===== src/rtl/rau_pkg.sv =====
// Package: shared types, constants and command codes for the rational arithmetic unit.
package rau_pkg;

   localparam int WIDTH_DEFAULT = 32;

   typedef enum logic [2:0] {
      CMD_ADD = 3'd0,
      CMD_SUB = 3'd1,
      CMD_MUL = 3'd2,
      CMD_DIV = 3'd3,
      CMD_EQU = 3'd4
   } command_type;

   typedef enum logic [1:0] {
      STATUS_OK       = 2'd0,
      STATUS_ZERO_DEN = 2'd1,
      STATUS_DIV_ZERO = 2'd2,
      STATUS_OVERFLOW = 2'd3
   } status_type;

   typedef struct packed {
      logic [2:0]         command;
      logic signed [31:0] a_numerator;
      logic signed [31:0] a_denominator;
      logic signed [31:0] b_numerator;
      logic signed [31:0] b_denominator;
   } req_type;

   typedef struct packed {
      logic signed [31:0] result_numerator;
      logic [30:0]        result_denominator;
      logic               operands_equal;
      logic [1:0]         status;
   } rsp_type;

   // Sequencer states
   typedef enum logic [3:0] {
      ST_IDLE,
      ST_RED_A,
      ST_RED_B,
      ST_MUL1,
      ST_MUL2,
      ST_MUL3,
      ST_COMBINE,
      ST_RED_R,
      ST_DONE
   } state_type;

   // Request to the reduction unit
   typedef struct packed {
      logic start;
   } red_ctl_type;

   // Status from the reduction unit
   typedef struct packed {
      logic busy;
      logic done;
   } red_sts_type;

endpackage


===== src/rtl/rau_reduce.sv =====
// Reduction unit: divides a magnitude pair by its gcd with one shared subtractor per cycle.
module rau_reduce #(
   parameter int MAG_W = 64
) (
   input  logic                 clock,
   input  logic                 reset,
   input  rau_pkg::red_ctl_type ctl,
   input  logic [MAG_W-1:0]     num_mag,
   input  logic [MAG_W-1:0]     den_mag,
   output rau_pkg::red_sts_type sts,
   output logic [MAG_W-1:0]     num_out,
   output logic [MAG_W-1:0]     den_out
);

   localparam int CNT_W = $clog2(MAG_W + 1);

   typedef enum logic [2:0] {
      R_IDLE, R_GCD, R_DIVN, R_DIVD, R_DONE
   } rphase_type;

   rphase_type       phase_ff, phase_in;
   logic [MAG_W-1:0] x_ff, x_in, y_ff, y_in;
   logic [MAG_W-1:0] g_ff, g_in;
   logic [MAG_W-1:0] q_ff, q_in, rem_ff, rem_in;
   logic [MAG_W-1:0] nq_ff, nq_in;
   logic [CNT_W-1:0] cnt_ff, cnt_in;
   logic [CNT_W-1:0] k_ff, k_in;
   logic [MAG_W:0]   trial;
   logic [MAG_W-1:0] sub_a, sub_b;
   logic [MAG_W:0]   diff;

   // Shared subtractor
   assign diff = {1'b0, sub_a} - {1'b0, sub_b};

   always_comb begin
      trial = {rem_ff, q_ff[MAG_W-1]};
      if (phase_ff == R_GCD) begin
         sub_a = (x_ff >= y_ff) ? x_ff : y_ff;
         sub_b = (x_ff >= y_ff) ? y_ff : x_ff;
      end else begin
         sub_a = trial[MAG_W-1:0];
         sub_b = g_ff;
      end
   end

   // Advance gcd (binary, shared factors of two counted), then two restoring divides
   always_comb begin
      phase_in = phase_ff;
      x_in = x_ff; y_in = y_ff; g_in = g_ff;
      q_in = q_ff; rem_in = rem_ff; nq_in = nq_ff; cnt_in = cnt_ff;
      k_in = k_ff;
      unique case (phase_ff)
         R_IDLE: begin
            if (ctl.start) begin
               x_in = num_mag;
               y_in = den_mag;
               k_in = '0;
               phase_in = R_GCD;
            end
         end
         R_GCD: begin
            if (x_ff == '0 || y_ff == '0) begin
               g_in = ((x_ff == '0) ? y_ff : x_ff) << k_ff;
               q_in = num_mag;
               rem_in = '0;
               cnt_in = CNT_W'(MAG_W);
               phase_in = R_DIVN;
            end else if (x_ff[0] == 1'b0 && y_ff[0] == 1'b0) begin
               // halve both and count the shared factor of two
               x_in = x_ff >> 1;
               y_in = y_ff >> 1;
               k_in = k_ff + 1'b1;
            end else if (x_ff[0] == 1'b0) begin
               x_in = x_ff >> 1;
            end else if (y_ff[0] == 1'b0) begin
               y_in = y_ff >> 1;
            end else if (x_ff >= y_ff) begin
               x_in = diff[MAG_W-1:0];
            end else begin
               y_in = diff[MAG_W-1:0];
            end
         end
         R_DIVN, R_DIVD: begin
            if (trial >= {1'b0, g_ff}) begin
               rem_in = diff[MAG_W-1:0];
               q_in = {q_ff[MAG_W-2:0], 1'b1};
            end else begin
               rem_in = trial[MAG_W-1:0];
               q_in = {q_ff[MAG_W-2:0], 1'b0};
            end
            cnt_in = cnt_ff - 1'b1;
            if (cnt_ff == CNT_W'(1)) begin
               if (phase_ff == R_DIVN) begin
                  nq_in = q_in;
                  q_in = den_mag;
                  rem_in = '0;
                  cnt_in = CNT_W'(MAG_W);
                  phase_in = R_DIVD;
               end else begin
                  phase_in = R_DONE;
               end
            end
         end
         R_DONE: phase_in = R_IDLE;
         default: phase_in = R_IDLE;
      endcase
   end

   always_ff @(posedge clock) begin
      if (reset) phase_ff <= R_IDLE;
      else phase_ff <= phase_in;
      x_ff <= x_in; y_ff <= y_in; g_ff <= g_in;
      q_ff <= q_in; rem_ff <= rem_in; nq_ff <= nq_in; cnt_ff <= cnt_in;
      k_ff <= k_in;
   end

   assign sts.busy = (phase_ff != R_IDLE);
   assign sts.done = (phase_ff == R_DONE);
   assign num_out  = nq_ff;
   assign den_out  = q_ff;

   // Division counter stays in range while dividing
   assert property (@(posedge clock) disable iff (reset)
      (phase_ff == R_DIVN || phase_ff == R_DIVD) |-> (cnt_ff != '0))
      else $error("reduce: divide counter underflow");
   // Done lasts one cycle
   assert property (@(posedge clock) disable iff (reset)
      sts.done |=> !sts.done)
      else $error("reduce: done held");
   // Gcd is nonzero once division starts
   assert property (@(posedge clock) disable iff (reset)
      (phase_ff == R_DIVN) |-> (g_ff != '0))
      else $error("reduce: zero gcd");

endmodule


===== config.mk =====
export PLATFORM = sky130hd
export DESIGN_NAME = rau_reduce
export DESIGN_NICKNAME = d
export VERILOG_FILES = /design/src/rtl/rau_pkg.sv /design/src/rtl/rau_reduce.sv
export SDC_FILE = /design/constraint.sdc
export NUM_CORES = 1
export LEC_CHECK = 0
export BUFFER_PORTS_ARGS = -buffer_cell sky130_fd_sc_hd__buf_2
export CAP_MARGIN = 5
export CORE_ASPECT_RATIO = 0.8
export CORE_UTILIZATION = 49
export CTS_CLUSTER_SIZE = 20
export DETAILED_ROUTE_END_ITERATION = 7
export HOLD_SLACK_MARGIN = 0.02
export PLACE_DENSITY = 0.68
export SLEW_MARGIN = 20
export SYNTH_ARGS = -nofsm -noshare
export SYNTH_HDL_FRONTEND = slang
export SYNTH_SLANG_ARGS = --single-unit

===== constraint.sdc =====
create_clock -name clock -period 11.8 [get_ports clock]
set_input_delay 2.36 -clock clock [delete_from_list [all_inputs] [get_ports clock]]
set_output_delay 2.36 -clock clock [all_outputs]
set_load 0.02 [all_outputs]

# Yosys cells after proc, flatten, opt, wreduce, memory -nomap -nowiden
# Cells that the tools add are included.
# totals
latch_bits	0
ff_bits	401
mem_bits_ro	0
mem_bits_rw	0
out_inout_bits	130
in_bits	131
memories	0
# classes
div_mod_pow	0
magnitude_cmp	2
addsub	3
n_eq_ne	14
n_reduce_logical	18
shifts	1
multipliers	0
bitwise	2
mux	42
# op_table
cell	count
2-to-1 mux 64 bit	24
case mux 64 bit (2 select lines)	4
zero test 64 bit	2
>= comparator 65 x 64 -> 1 bit	1
>= comparator 64 bit	1
left shift 64 x 7 -> 64 bit	1
subtractor 64 bit	1
2-to-1 mux 7 bit	6
case mux 7 bit (2 select lines)	2
2-to-1 mux 3 bit	4
AND reduction 5 bit	2
case mux 3 bit (3 select lines)	1
AND reduction 3 bit	3
AND reduction 4 bit	2
adder 7 x 1 -> 7 bit (second input constant)	1
== test 7 x 1 -> 1 bit (second input constant)	1
subtractor 7 x 1 -> 7 bit (second input constant)	1
== test 3 x 2 -> 1 bit (second input constant)	2
inequality test 2 bit (second input constant)	3
inequality test 2 x 1 -> 1 bit (second input constant)	2
inequality test 4 x 2 -> 1 bit (second input constant)	1
inequality test 4 x 3 -> 1 bit (second input constant)	1
inequality test 4 bit (second input constant)	1
AND reduction 2 bit	2
other kinds (11)	13

# Depth between registers and ports, before layout
# logic_depth
ltp_word	10
mapped_depth	29

# Least setup slack after synthesis
# Ideal clock, no wire load.
# synth_path
path_kind	register -> register
startpoint	register x_ff[0]
endpoint	register cnt_ff[0] (enable)
setup_time_ns	0.676
path_buffers	2
required_time_ns	11.124
stages_incl_launch_ff	8
slack_ns	2.714
arrival_time_ns	8.410
path_cell_list	edfxtp_1 -> nor4_1 -> nand4_1 -> nor4_1 -> clkbuf_1 -> buf_2 -> o21ai_0 -> a21oi_1
# synth_via
elab_chain_cells	4
# synth_lines
element	line	rtl
start: declaration	rau_reduce.sv:22	logic [MAG_W-1:0] x_ff, x_in, y_ff, y_in;
start signal: assignment	rau_reduce.sv:112	x_ff <= x_in; y_ff <= y_in; g_ff <= g_in;
zero test 64 bit	rau_reduce.sv:62	if (x_ff == '0 || y_ff == '0) begin
logical OR 1 bit	rau_reduce.sv:62	
inequality test 2 x 1 -> 1 bit (no line)	-	
AND reduction 2 bit (no line)	-	
end signal: assignment	rau_reduce.sv:113	q_ff <= q_in; rem_ff <= rem_in; nq_ff <= nq_in; cnt_ff <= cnt_in;
end: declaration	rau_reduce.sv:26	logic [CNT_W-1:0] cnt_ff, cnt_in;
# Every way passes these cells.
# A chain may end at the register's enable or synchronous reset.

# Worst setup path in the final report
# layout_path
startpoint	register y_ff[11]
endpoint	register x_ff[55], data pin
# layout_via
elab_chain_cells	10
elab_cells_between_ends	12
# layout_lines
element	line	rtl
start: declaration	rau_reduce.sv:22	
start signal: assignment	rau_reduce.sv:112	
>= comparator 64 bit	rau_reduce.sv:38, rau_reduce.sv:39	
2-to-1 mux 64 bit (on tied branches)	rau_reduce.sv:38, rau_reduce.sv:39	
2-to-1 mux 64 bit	rau_reduce.sv:37	if (phase_ff == R_GCD) begin
subtractor 64 bit (*)	rau_reduce.sv:33	assign diff = {1'b0, sub_a} - {1'b0, sub_b};
2-to-1 mux 64 bit (*)	rau_reduce.sv:77	end else if (x_ff >= y_ff) begin
2-to-1 mux 64 bit (*)	rau_reduce.sv:75	end else if (y_ff[0] == 1'b0) begin
2-to-1 mux 64 bit (*)	rau_reduce.sv:73	end else if (x_ff[0] == 1'b0) begin
2-to-1 mux 64 bit (*)	rau_reduce.sv:68	end else if (x_ff[0] == 1'b0 && y_ff[0] == 1'b0) begin
2-to-1 mux 64 bit (*)	rau_reduce.sv:62	
case mux 64 bit (2 select lines) (*)	rau_reduce.sv:52	unique case (phase_ff)
via x_in[55]	rau_reduce.sv:22	
# Mark *: on every way through the listed nets, which the timed path passes. The rest lies on a longest branch. The select of a mux whose other input is x is not followed.

==> impl_results.md <==
- Setup Viol. Count Final: 0
- Num rows: 81
- Number of max-cap violations: 0
- Clk Latency, worst-skew pair: 600 ps
- Vias per inst: 6.171
- CTS clock-pin slew for the worst setup and hold paths: 60 ps
- Max rail drop VDD: 0.0001594 V
- CP Class: flop to flop
- Final period util: 0.7913
- FILL cells: 5593
- Synth Instances: 3270
- Hold Buf Count CTS: 0
- Measured slew at the worst slew-check pin: 1115 ps
- Crit path required time: 12240 ps
- Crit end category: flop
- Net Sw Power: 3.882 mW
- Fin cells: 4269
- CP max FO: 53
- Worst min path class: flop to flop
- Slew margin rel.: 0.2518
- Die width: 281.1 µm
- Final GP Congestion: 0.9900
- Outcome: finished clean
- Via count: 26350
- Post-route ant nets: 0
- Clock share of power: 0.179
- Share of cells above drive strength 1: 0.1181
- Most used flip-flop cell after synthesis: edfxtp_1
- Buffers on Ports: 260
- Top cells by count, synth: mux2i_1 (445), edfxtp_1 (398), nor2_1 (369)
- Post-synthesis sequential area ratio: 0.3933
- Num CTS Buffers: 45
- First-pass GRT wire length: 151400 µm
- Mean post-synth cell area: 9.340 µm²
- Biggest area consumer among synthesized cells: edfxtp_1
- Top cell type's share of synthesized area: 0.3913
- CTS tree: done
- Clock Tree Buf Depth: 3
- Detailed Route WL: 100000 µm
- Worst setup path startpoint: y_ff[11]
- Drt pass-1 iters: 6
- Post-CTS Setup Inserts: 0
- Reg-to-reg setup timing slack: 2460 ps
- Worst r2r src: y_ff[11]
- Ports: 261
- Clock Tree Root: clkbuf_16
- Utilization after layout: 0.5538
- Skew final: 22.64 ps
- Final min period: 9338 ps
- Pleak: 13.68 nW
- Fin. Hold Viols: 0
- Pre-CTS WS: 2841 ps
- Most instantiated library cell after synthesis: mux2i_1
- Vias in the first global route: 24110
- Largest net degree at the start of global routing: 159
- Routed len/inst: 23.43 µm
- Initial antenna violation count: 2
- Fin nets: 3731
- Total Power: 8.268 mW
- Total grt overflow: 0
- Pint: 4.386 mW
- Area contributors post-synth: edfxtp_1 (39%), mux2i_1 (15%), ha_1 (8.1%)
- Inst Count DP: 4185
- Post-route cell area: 0.03396 mm²
- Max-slew violation count: 0
- Sequential cell fraction of total power: 0.279
- Post-synthesis net count: 3599
- Async set-reset flop share out of synthesis: 0
- Chip Height: 225.3 µm
- Combinational power share: 0.543
- Core area: 0.06132 mm²
- Worst Setup Start Kind: flop
- Sw frac: 0.4695
- Synth warn: 0
- CP Capture Point: x_ff[55]
- CP Data Arrival Time: 9780 ps
- Max H-tree Level: 2
- Antenna diodes: 0
- DR iter-0 viols: 2858
- Fmax achieved: 107.1 MHz
- Die Area: 0.06334 mm²
- Final setup margin: 2462 ps
- Post-DP HPWL: 72680 µm
- R2R depth: 27
- Setup_tns: 0 ps
- Yosys reg bits: 401
- Post_cts resized: 0
- Reg-to-Reg End: x_ff[55]
- Remaining routing DRC violations: 0
- Starting density of the core: 0.4981
- P&R area growth vs syn: 11.18%
- Number of flops mapped to enable cells by yosys: 398
- Pwr dens: 243.5 mW/mm²
- Global Route Usage Sum: 0.3121
- Yosys cell types: 72
- Unrepaired setup endpoints after global routing: false
- Area after DPL: 0.03243 mm²
- Cell Area, Synth: 0.03054 mm²
- Clock Sinks: 401
- Final hold slack: 461.2 ps
==> power groups by stage <==
stage	Combinational, mW	Sequential [mW]	Clock [mW]
6_report	4.49	2.31	1.48
5_1_grt	4.86	2.32	1.54
4_1_cts	4.39	2.28	1.49
3_5_place_dp	4.37	2.30	0
3_3_place_gp	4.36	2.30	0
2_1_floorplan	3.23	2.11	0
==> sequential cells by signal (all words and copies together) (netlist names) <==
signal and flops:
rem_ff 64, den_out 64, y_ff 64, cnt_ff 7, num_out 64, x_ff 64, k_ff 7, phase_ff 3
g_ff 64
==> worst min path at each step <==
| stage | endpoint | startpoint | slack [ps] | cells after the start |
|---|---|---|---|---|
| floorplan | rem_ff[59] | rem_ff[58] | 550 | 2 |
| global placement | num_out[17] | den_out[16] | 450 | 0 |
| detailed placement | num_out[15] | den_out[14] | 450 | 0 |
| CTS | num_out[15] | den_out[14] | 460 | 0 |
| global route | num_out[15] | den_out[14] | 480 | 0 |
| finish | num_out[15] | den_out[14] | 460 | 0 |
==> layout make-up <==
class / instances / area [µm²] / area share
multi-input cells: 2502 / 17210 / 0.5069
flip-flops and latches: 401 / 12010 / 0.3537
repair buffers: 297 / 1592 / 0.04687
clock buffers: 54 / 1222 / 0.03600
well taps: 830 / 1039 / 0.03058
inverters: 155 / 581.8 / 0.01713
clock inverters: 30 / 297.8 / 0.008770
==> cells by family after synthesis <==
logic type,Yosys count,synth area share
mux,450,0.1481
buf+inv,367,0.04728
flops,401,0.3933
compound gates,875,0.1782
simple gates,907,0.1312
xor+xnor,72,0.02065
fa+ha+maj,198,0.08136
==> routing by layer <==
metal / routed length [µm] / share of wire / global-route usage / up-vias
li1: - / - / - / 12380
met1: 48110 / 0.48 / 0.4872 / 12670
met2: 40820 / 0.41 / 0.4389 / 1180
met3: 9537 / 0.095 / 0.06376 / 116
met4: 1535 / 0.015 / 0.06205 / 2
met5: 12 / 0.00012 / 0 / -
==> critical path, stage by stage, from the launching register on <==
cell	delay, ps
edfxtp_1	570
inv_1	90
ha_1	330
nand2_1	70
o22ai_1	150
a2111oi_0	140
a2111oi_0	430
a21oi_1	320
o31ai_2	740
a21oi_1	240
nor2_4	720
buf_4	780
mux2i_1	250
o21ai_0	100
ha_1	420
nand2_1	90
nor2_1	170
nand2_1	80
o21ai_1	440
a21boi_1	240
o21ai_0	520
a221oi_1	200
buf_4	210
o21ai_1	850
a21boi_1	260
xnor2_1	400
a22oi_1	140
o21ai_0	180
==> placed cells by master, fill, tap and decap left out, types with 26 or more instances in the layout <==
master / count
mux2i_1: 445
edfxtp_1: 398
nor2_1: 364
nand2_1: 287
a21oi_1: 277
buf_2: 260
o21ai_0: 237
ha_1: 197
inv_1: 152
a221oi_1: 79
a21o_1: 78
xnor2_1: 48
clkbuf_16: 47
nand4_1: 39
nor4_1: 39
buf_4: 36
nand3_1: 35
a211oi_1: 26
(Power assumes the default switching activity.)
